===== src/rtl/core/ttce_pkg.sv =====
`timescale 1ns / 1ps
`default_nettype none
// ----------------------------------------------------------------------------
// ttce_pkg - shared types and constants of the text terminal cursor engine
// Command layout, configuration bundle, byte codes and palette colours.
// ----------------------------------------------------------------------------
package ttce_pkg;

  // Command codes
  localparam logic [1:0] ACT_GLYPH  = 2'd0;
  localparam logic [1:0] ACT_SCROLL = 2'd1;
  localparam logic [1:0] ACT_CLEAR  = 2'd2;

  // Configuration register indexes
  localparam logic [1:0] REG_COLUMNS    = 2'd0;
  localparam logic [1:0] REG_ROWS       = 2'd1;
  localparam logic [1:0] REG_DEFAULT_FG = 2'd2;
  localparam logic [1:0] REG_BACKGROUND = 2'd3;

  // Register reset values
  localparam logic [7:0]  COLUMNS_RESET    = 8'd80;
  localparam logic [7:0]  ROWS_RESET       = 8'd25;
  localparam logic [23:0] DEFAULT_FG_RESET = 24'hFFFFFF;

  // Control bytes
  localparam logic [7:0] CH_BS  = 8'h08;
  localparam logic [7:0] CH_TAB = 8'h09;
  localparam logic [7:0] CH_LF  = 8'h0A;
  localparam logic [7:0] CH_CR  = 8'h0D;
  localparam logic [7:0] CH_ESC = 8'h1B;

  // Escape selectors
  localparam logic [7:0] ESC_RED     = 8'h72; // r
  localparam logic [7:0] ESC_GREEN   = 8'h67; // g
  localparam logic [7:0] ESC_YELLOW  = 8'h79; // y
  localparam logic [7:0] ESC_MAGENTA = 8'h6D; // m
  localparam logic [7:0] ESC_BLUE    = 8'h62; // b
  localparam logic [7:0] ESC_AQUA    = 8'h61; // a
  localparam logic [7:0] ESC_WHITE   = 8'h77; // w
  localparam logic [7:0] ESC_NORMAL  = 8'h6E; // n
  localparam logic [7:0] ESC_CLEAR   = 8'h63; // c

  // Palette
  localparam logic [23:0] COL_RED     = 24'hFF5555;
  localparam logic [23:0] COL_GREEN   = 24'h55FF55;
  localparam logic [23:0] COL_YELLOW  = 24'hFFFF55;
  localparam logic [23:0] COL_MAGENTA = 24'hFF28FF;
  localparam logic [23:0] COL_BLUE    = 24'h5555FF;
  localparam logic [23:0] COL_AQUA    = 24'h55FFFF;
  localparam logic [23:0] COL_WHITE   = 24'hFFFFFF;

  // Tab stop spacing, as a shift
  localparam int unsigned TAB_SHIFT = 3;

  typedef struct packed {
    logic [1:0]  action;
    logic [7:0]  glyph;
    logic [7:0]  cell_column;
    logic [7:0]  cell_row;
    logic [23:0] ink_colour;
    logic        last;
  } cmd_t;

  // Up to two commands produced by one byte, in delivery order
  typedef struct packed {
    logic [1:0] count;
    cmd_t       cmd0;
    cmd_t       cmd1;
  } push_t;

  typedef struct packed {
    logic [7:0]  columns;
    logic [7:0]  rows;
    logic [23:0] default_fg;
  } cfg_t;

endpackage : ttce_pkg
`default_nettype wire


===== src/rtl/core/ttce_decode.sv =====
`timescale 1ns / 1ps
`default_nettype none
// ----------------------------------------------------------------------------
// ttce_decode - per-byte cursor update and command generation
// Holds cursor, colour and escape state; turns one byte into up to two commands.
// ----------------------------------------------------------------------------
module ttce_decode (
  input  wire logic            clk,
  input  wire logic            rst,
  input  wire logic            accept,
  input  wire logic [7:0]      char_code,
  input  wire ttce_pkg::cfg_t  cfg,
  output ttce_pkg::push_t      push
);

  logic [7:0]  col;
  logic [7:0]  row;
  logic [23:0] fg;
  logic        esc;
  logic [7:0]  col_next;
  logic [7:0]  row_next;
  logic [23:0] fg_next;
  logic        esc_next;

  logic        row_at_end;
  logic [8:0]  tab_sum;
  logic [8:0]  tab_round;
  logic [7:0]  g_col;
  logic [7:0]  g_row;
  logic        g_scroll;

  assign row_at_end = ({1'b0, row} + 9'd1) >= {1'b0, cfg.rows};
  assign tab_sum    = {1'b0, col} + 9'd8;
  assign tab_round  = (tab_sum >> ttce_pkg::TAB_SHIFT) << ttce_pkg::TAB_SHIFT;

  // Glyph placement after an optional wrap
  always_comb begin
    g_col    = col;
    g_row    = row;
    g_scroll = 1'b0;
    if (col >= cfg.columns) begin
      g_col = 8'd0;
      if (row_at_end) begin
        g_scroll = 1'b1;
      end else begin
        g_row = row + 8'd1;
      end
    end
  end

  always_comb begin
    col_next = col;
    row_next = row;
    fg_next  = fg;
    esc_next = esc;
    push     = '0;
    if (accept) begin
      if (esc) begin
        esc_next = 1'b0;
        case (char_code)
          ttce_pkg::ESC_RED:     fg_next = ttce_pkg::COL_RED;
          ttce_pkg::ESC_GREEN:   fg_next = ttce_pkg::COL_GREEN;
          ttce_pkg::ESC_YELLOW:  fg_next = ttce_pkg::COL_YELLOW;
          ttce_pkg::ESC_MAGENTA: fg_next = ttce_pkg::COL_MAGENTA;
          ttce_pkg::ESC_BLUE:    fg_next = ttce_pkg::COL_BLUE;
          ttce_pkg::ESC_AQUA:    fg_next = ttce_pkg::COL_AQUA;
          ttce_pkg::ESC_WHITE:   fg_next = ttce_pkg::COL_WHITE;
          ttce_pkg::ESC_NORMAL:  fg_next = cfg.default_fg;
          ttce_pkg::ESC_CLEAR: begin
            col_next         = 8'd0;
            row_next         = 8'd0;
            push.count       = 2'd1;
            push.cmd0.action = ttce_pkg::ACT_CLEAR;
            push.cmd0.last   = 1'b1;
          end
          default: ;
        endcase
      end else begin
        case (char_code)
          ttce_pkg::CH_LF: begin
            col_next = 8'd0;
            if (row_at_end) begin
              push.count       = 2'd1;
              push.cmd0.action = ttce_pkg::ACT_SCROLL;
              push.cmd0.last   = 1'b1;
            end else begin
              row_next = row + 8'd1;
            end
          end
          ttce_pkg::CH_TAB: col_next = tab_round[8] ? 8'hFF : tab_round[7:0];
          ttce_pkg::CH_CR:  col_next = 8'd0;
          ttce_pkg::CH_BS: begin
            if (col != 8'd0) begin
              col_next = col - 8'd1;
            end
          end
          ttce_pkg::CH_ESC: esc_next = 1'b1;
          default: begin
            row_next = g_row;
            col_next = (g_col != 8'hFF) ? g_col + 8'd1 : g_col;
            // scroll goes out first, glyph second
            push.cmd1.action      = ttce_pkg::ACT_GLYPH;
            push.cmd1.glyph       = char_code;
            push.cmd1.cell_column = g_col;
            push.cmd1.cell_row    = g_row;
            push.cmd1.ink_colour  = fg;
            push.cmd1.last        = 1'b1;
            if (g_scroll) begin
              push.count       = 2'd2;
              push.cmd0.action = ttce_pkg::ACT_SCROLL;
            end else begin
              push.count = 2'd1;
              push.cmd0  = push.cmd1;
            end
          end
        endcase
      end
    end
  end

  always_ff @(posedge clk) begin
    if (rst) begin
      col <= 8'd0;
      row <= 8'd0;
      fg  <= ttce_pkg::DEFAULT_FG_RESET;
      esc <= 1'b0;
    end else begin
      col <= col_next;
      row <= row_next;
      fg  <= fg_next;
      esc <= esc_next;
    end
  end

endmodule : ttce_decode
`default_nettype wire


===== src/rtl/core/ttce_cmd_fifo.sv =====
`timescale 1ns / 1ps
`default_nettype none
// ----------------------------------------------------------------------------
// ttce_cmd_fifo - four-entry command queue
// Takes up to two commands a cycle, hands out one; head is the output.
// ----------------------------------------------------------------------------
module ttce_cmd_fifo (
  input  wire logic            clk,
  input  wire logic            rst,
  input  wire ttce_pkg::push_t push,
  input  wire logic            pop,
  output ttce_pkg::cmd_t       head,
  output logic                 not_empty,
  output logic                 room
);

  ttce_pkg::cmd_t store [4];
  logic [1:0] wr_ptr;
  logic [1:0] rd_ptr;
  logic [2:0] count;
  logic [2:0] count_next;

  assign head       = store[rd_ptr];
  assign not_empty  = (count != 3'd0);
  // keep space for a two-command byte
  assign room       = (count < 3'd3);
  assign count_next = count + {1'b0, push.count} - {2'b00, pop};

  always_ff @(posedge clk) begin
    if (push.count != 2'd0) begin
      store[wr_ptr] <= push.cmd0;
    end
    if (push.count == 2'd2) begin
      store[wr_ptr + 2'd1] <= push.cmd1;
    end
  end

  always_ff @(posedge clk) begin
    if (rst) begin
      wr_ptr <= 2'd0;
      rd_ptr <= 2'd0;
      count  <= 3'd0;
    end else begin
      wr_ptr <= wr_ptr + push.count;
      rd_ptr <= rd_ptr + {1'b0, pop};
      count  <= count_next;
    end
  end

endmodule : ttce_cmd_fifo
`default_nettype wire


===== src/rtl/core/text_terminal_cursor_engine.sv =====
`timescale 1ns / 1ps
`default_nettype none
// ----------------------------------------------------------------------------
// text_terminal_cursor_engine - character stream to draw/scroll/clear requests
// Tracks cursor, colour and escape state and queues the requests of each byte.
// ----------------------------------------------------------------------------
//
//  Channel | Handshake              | Payload
//  --------+------------------------+-------------------------------------------
//  char    | char_valid, char_stall | char_code[7:0]
//  cmd     | cmd_valid, cmd_stall   | action, glyph, cell_column, cell_row,
//          |                        | ink_colour, last
//  cfg     | cfg_write              | cfg_index[1:0], cfg_data[23:0]
//
//  One byte is taken every cycle while char_stall is low; its requests are
//  offered from the next cycle on, one a cycle while cmd_stall is low, out
//  of a four-entry queue. A byte that wraps at the bottom row yields two
//  requests (scroll, glyph). char_stall rises when fewer than two queue slots
//  are free, so it comes from a register and never from cmd_stall directly.
//  Reset (rst, synchronous) homes the cursor, loads the reset sizes and
//  colours and empties the queue; there is no clearing pass.
// ----------------------------------------------------------------------------
module text_terminal_cursor_engine (
  input  wire logic        clk,
  input  wire logic        rst,
  // byte requests
  input  wire logic        char_valid,
  output logic             char_stall,
  input  wire logic [7:0]  char_code,
  // command requests
  output logic             cmd_valid,
  input  wire logic        cmd_stall,
  output logic [1:0]       action,
  output logic [7:0]       glyph,
  output logic [7:0]       cell_column,
  output logic [7:0]       cell_row,
  output logic [23:0]      ink_colour,
  output logic             last,
  // configuration writes
  input  wire logic        cfg_write,
  input  wire logic [1:0]  cfg_index,
  input  wire logic [23:0] cfg_data
);

  ttce_pkg::cfg_t  cfg;
  ttce_pkg::push_t push;
  ttce_pkg::cmd_t  head;
  logic            accept;
  logic            pop;
  logic            room;

  // Configuration registers. The background colour is consumed by the
  // renderer only; no request field carries it, so drop its writes here.
  always_ff @(posedge clk) begin
    if (rst) begin
      cfg.columns    <= ttce_pkg::COLUMNS_RESET;
      cfg.rows       <= ttce_pkg::ROWS_RESET;
      cfg.default_fg <= ttce_pkg::DEFAULT_FG_RESET;
    end else if (cfg_write) begin
      case (cfg_index)
        ttce_pkg::REG_COLUMNS:    cfg.columns    <= cfg_data[7:0];
        ttce_pkg::REG_ROWS:       cfg.rows       <= cfg_data[7:0];
        ttce_pkg::REG_DEFAULT_FG: cfg.default_fg <= cfg_data;
        ttce_pkg::REG_BACKGROUND: ;
        default: ;
      endcase
    end
  end

  // Hold the byte side while the queue cannot absorb a two-request byte
  assign char_stall = !room;
  assign accept     = char_valid && room;
  assign pop        = cmd_valid && !cmd_stall;

  ttce_decode u_decode (
    .clk       (clk),
    .rst       (rst),
    .accept    (accept),
    .char_code (char_code),
    .cfg       (cfg),
    .push      (push)
  );

  ttce_cmd_fifo u_fifo (
    .clk       (clk),
    .rst       (rst),
    .push      (push),
    .pop       (pop),
    .head      (head),
    .not_empty (cmd_valid),
    .room      (room)
  );

  // Present the queue head
  assign action      = head.action;
  assign glyph       = head.glyph;
  assign cell_column = head.cell_column;
  assign cell_row    = head.cell_row;
  assign ink_colour  = head.ink_colour;
  assign last        = head.last;

  // The byte side can only be held back while requests are queued
  a_stall_needs_backlog : assert property (@(posedge clk) disable iff (rst)
    char_stall |-> cmd_valid)
    else $error("byte side stalled with an empty request queue");

  // Nothing is offered in the cycle after reset
  a_empty_after_reset : assert property (@(posedge clk)
    rst |=> !cmd_valid)
    else $error("request offered straight after reset");

  // A clear is always the only request of its byte
  a_clear_is_last : assert property (@(posedge clk) disable iff (rst)
    (cmd_valid && action == ttce_pkg::ACT_CLEAR) |-> last)
    else $error("clear request not marked last");

  // A glyph always closes its byte's requests
  a_glyph_is_last : assert property (@(posedge clk) disable iff (rst)
    (cmd_valid && action == ttce_pkg::ACT_GLYPH) |-> last)
    else $error("glyph request not marked last");

endmodule : text_terminal_cursor_engine
`default_nettype wire


===== config.mk =====
export PLATFORM = sky130hd
export DESIGN_NAME = text_terminal_cursor_engine
export DESIGN_NICKNAME = d
export VERILOG_FILES = /design/src/rtl/core/ttce_pkg.sv /design/src/rtl/core/ttce_decode.sv /design/src/rtl/core/ttce_cmd_fifo.sv /design/src/rtl/core/text_terminal_cursor_engine.sv
export SDC_FILE = /design/constraint.sdc
export NUM_CORES = 1
export LEC_CHECK = 0
export BUFFER_PORTS_ARGS = -buffer_cell sky130_fd_sc_hd__buf_4
export CELL_PAD_IN_SITES_DETAIL_PLACEMENT = 0
export CELL_PAD_IN_SITES_GLOBAL_PLACEMENT = 1
export CORE_MARGIN = 2
export CORE_UTILIZATION = 44
export CTS_BUF_LIST = sky130_fd_sc_hd__clkbuf_16
export DETAILED_ROUTE_END_ITERATION = 7
export GPL_ROUTABILITY_DRIVEN = 0
export MAX_ROUTING_LAYER = met4
export PLACE_DENSITY = 0.83
export SETUP_SLACK_MARGIN = 0.5
export SYNTH_ARGS = -nofsm -noshare
export SYNTH_HDL_FRONTEND = slang
export SYNTH_SLANG_ARGS = --single-unit

===== constraint.sdc =====
create_clock -name clk -period 4.93 [get_ports clk]
set_clock_uncertainty 0.05 [all_clocks]
set_input_delay 0.493 -clock clk [delete_from_list [all_inputs] [get_ports clk]]
set_output_delay 0.493 -clock clk [all_outputs]
set_load 0.1 [all_outputs]

==> results.toml <==
[die]
die_y_um = 183
die-width_um = 183
rows = 65
start_util_pct = 44.6
core_um2 = 31600
ios = 92
dieArea_um2 = 33400

[route]
avgViaCountPerCell = 5.81
postRouteAntennaNets = 0
drc = 0
first_pass_iters = 5
vias = 10200
totalWireLength_um = 35500
wl_per_cell_um = 20.3
first_iter_violations = 905

[status]
status = "finished clean"

[global_routing]
busiest_layer = "met2"
use_met2_pct = 34.1
grt_pass1_wl_um = 57000
antenna_found_initial = 1
grt.total_usage_pct = 22.1
grt_pass1_vias = 10100
grt_overflow_total = 0
grt_max_degree = 86
met1_usage_pct = 31.4
grtUsageMet3_pct = 3.12

[finish]
final_core_util_pct = 51.3
drive_gt1_share_pct = 18.4
syn_to_final_growth_pct = 15.1
nets = 1387

[yosys]
netlist_instances = 1271
syn_avg_cell_area_um2 = 11.1
synth_flop_cell = "edfxtp_1"
seq_area_frac_synth_pct = 55.5
yosys_warnings = 0
async_reset_ff_share_pct = 0
synthTopCellsByArea = "edfxtp_1 (42%), dfxtp_1 (14%), mux4_2 (8.2%)"
synth_top_area_cell = "edfxtp_1"
yosysTopAreaCellShare_pct = 41.8
synthDistinctLibCells = 76
syn-num-nets = 1337
netlist_area_um2 = 14100
ys_ff_latch = 292
synth_edf_count = 196

[clocking]
cts_tree = "built"
cts_root_buf = "clkbuf_16"
cts_setup_buffers = 0
h-tree-depth = 1
cts_sinks = 292
cts.clk_slew.worst_paths_ns = 0.07
clockBufferDepth = 3
insertion_delay_ns = 0.57
cts_buffers = 30
cts_hold_buf = 0

[setup_path]
path_max_fanout = 49
start_kind = "flip-flop"
cp-end-kind = "flip-flop"
critPathLaunch = "u_decode.row[0]"
critPathRequiredTime_ns = 5.07
worstPathArrival_ns = 4.27
crit_type = "reg2reg"
r2r-start = "u_decode.row[0]"

[power_and_ir_drop]
p_per_area_nw_per_um2 = 540
ir_drop_mv = 0.289
p_leak_nw = 5.84

[sta]
grt_setup_unrepaired = "true"
maxSlewViolCount = 0
min_period_ns = 4.13
finalHoldViolations = 0
worst_pin_slew_ns = 1.11
tns_ns = 0
max_freq_mhz = 242
relSlewSlack_pct = 26.1
fin_crit_sh_pct = 83.8
finalSetupViolCount = 0

[placement]
dp_hpwl_um = 22800
port_buffers = 91

[flow_run]
drv_cap = 0

[hold_path]
min_from = "cfg_data[12]"
hp-class = "in2reg"
[layout by cell type (no fill, tap or decap), types with 4 or more instances in the layout]
cell type,n
a211o_1,14
a211oi_1,10
a211oi_2,4
a21o_1,11
a21oi_1,125
a221o_1,4
a32o_1,4
and2_1,10
and3_1,8
buf_4,111
bufinv_16,7
clkbuf_16,30
clkinv_2,5
dfxtp_1,94
edfxtp_1,196
ha_1,26
inv_1,38
inv_2,6
mux2i_1,9
mux4_2,51
nand2_1,146
nand2b_1,7
nand3_1,18
nand3b_1,32
nand4_1,9
nor2_1,152
nor2b_1,12
nor3_1,46
nor3b_1,5
nor4_1,10
o211ai_1,9
o21ai_0,18
o21bai_1,13
o31ai_1,5
or2_2,5
or3_1,10
xnor2_1,11
xor2_1,5
[sequential cells by signal, summed over array words and instances, names as in the netlist]
| register | count |
|---|---|
| u_fifo.store | 204 |
| cfg | 40 |
| u_decode.fg | 24 |
| u_decode.col | 8 |
| u_decode.row | 8 |
| u_fifo.count | 3 |
| u_fifo.rd_ptr | 2 |
| u_fifo.wr_ptr | 2 |
| u_decode.esc | 1 |
[through the flow]
stage	power [mW]	hold slack, ns	setup slack, ns	area, um2	cells
floorplan	5.62	0.385	0.339	14100	1271
global placement	6.33	0.397	0.844	15100	1691
detailed placement	6.37	0.400	0.750	15100	1691
CTS	8.81	0.0623	0.703	16200	1747
global route	9.06	0.0748	0.494	16200	1748
finish	8.74	0.0864	0.797	16200	1748
[layer usage]
metal | vias up | routed length (um)
li1 | 4783 | -
met1 | 4998 | 16100
met2 | 330 | 16600
met3 | 46 | 2250
met4 | 0 | 615
met5 | - | 0
[critical path: stages, from the launching register on]
cell and delay [ns]:
dfxtp_1 0.50, ha_1 0.38, nand2_1 0.22, xnor2_1 0.17
ha_1 0.30, and3_1 0.18, and3_1 0.23, a21oi_1 0.09
buf_4 0.19, a2111oi_2 0.64, a21oi_2 0.22, inv_2 0.10
buf_6 0.44
[power breakdown]
part           internal (mW)  leakage, nW  switching (mW)
Combinational          0.820         2.66            2.43
Clock                   1.48        0.556           0.962
Sequential              2.88         2.62           0.175
Total                   5.17         5.84            3.57
[worst paths after layout]
check	to	slack, ns	depth (start not counted)
worst max-delay path	u_fifo.store[2][24]	0.80	12
worst max register to register	u_fifo.store[2][24]	0.80	12
worst min register to register	u_decode.fg[15]	0.42	1
worst min-delay path	cfg[12]	0.09	3
[cell usage after synthesis (all sizes together) (19+ instances only)]
cell type,n
a21oi,128
buf,32
clkbuf,64
dfxtp,96
edfxtp,196
ha,26
inv,35
mux4,51
nand2,146
nand3,19
nand3b,32
nor2,154
nor3,47
o21ai,20
[final cells by class]
class | count | area (um2)
Fill cell | 2840 | 15400
Sequential cell | 292 | 7810
Inverter | 35 | 131
Multi-Input combinational cell | 848 | 5790
Clock inverter | 26 | 324
Timing Repair Buffer | 114 | 885
Clock buffer | 30 | 751
Antenna cell | 1 | 2.50
Tap cell | 402 | 503
[repair_timing]
item,in CTS,in global routing
endpoints found under the hold margin,0,0
gates resized for setup,0,2
setup endpoints to repair,0,99
[cells by family after synthesis]
kind of cell | Yosys count | synth area share (%)
buffers and inverters | 131 | 3.79
DFF | 292 | 55.5
and+or+nand+nor | 487 | 16.4
xor gates and xnor gates | 16 | 0.995
muxes | 62 | 8.98
adders and majority gates | 27 | 2.45
AOI/OAI and AO/OA | 256 | 11.9
Note: power is estimated with default switching activity, not from simulation.
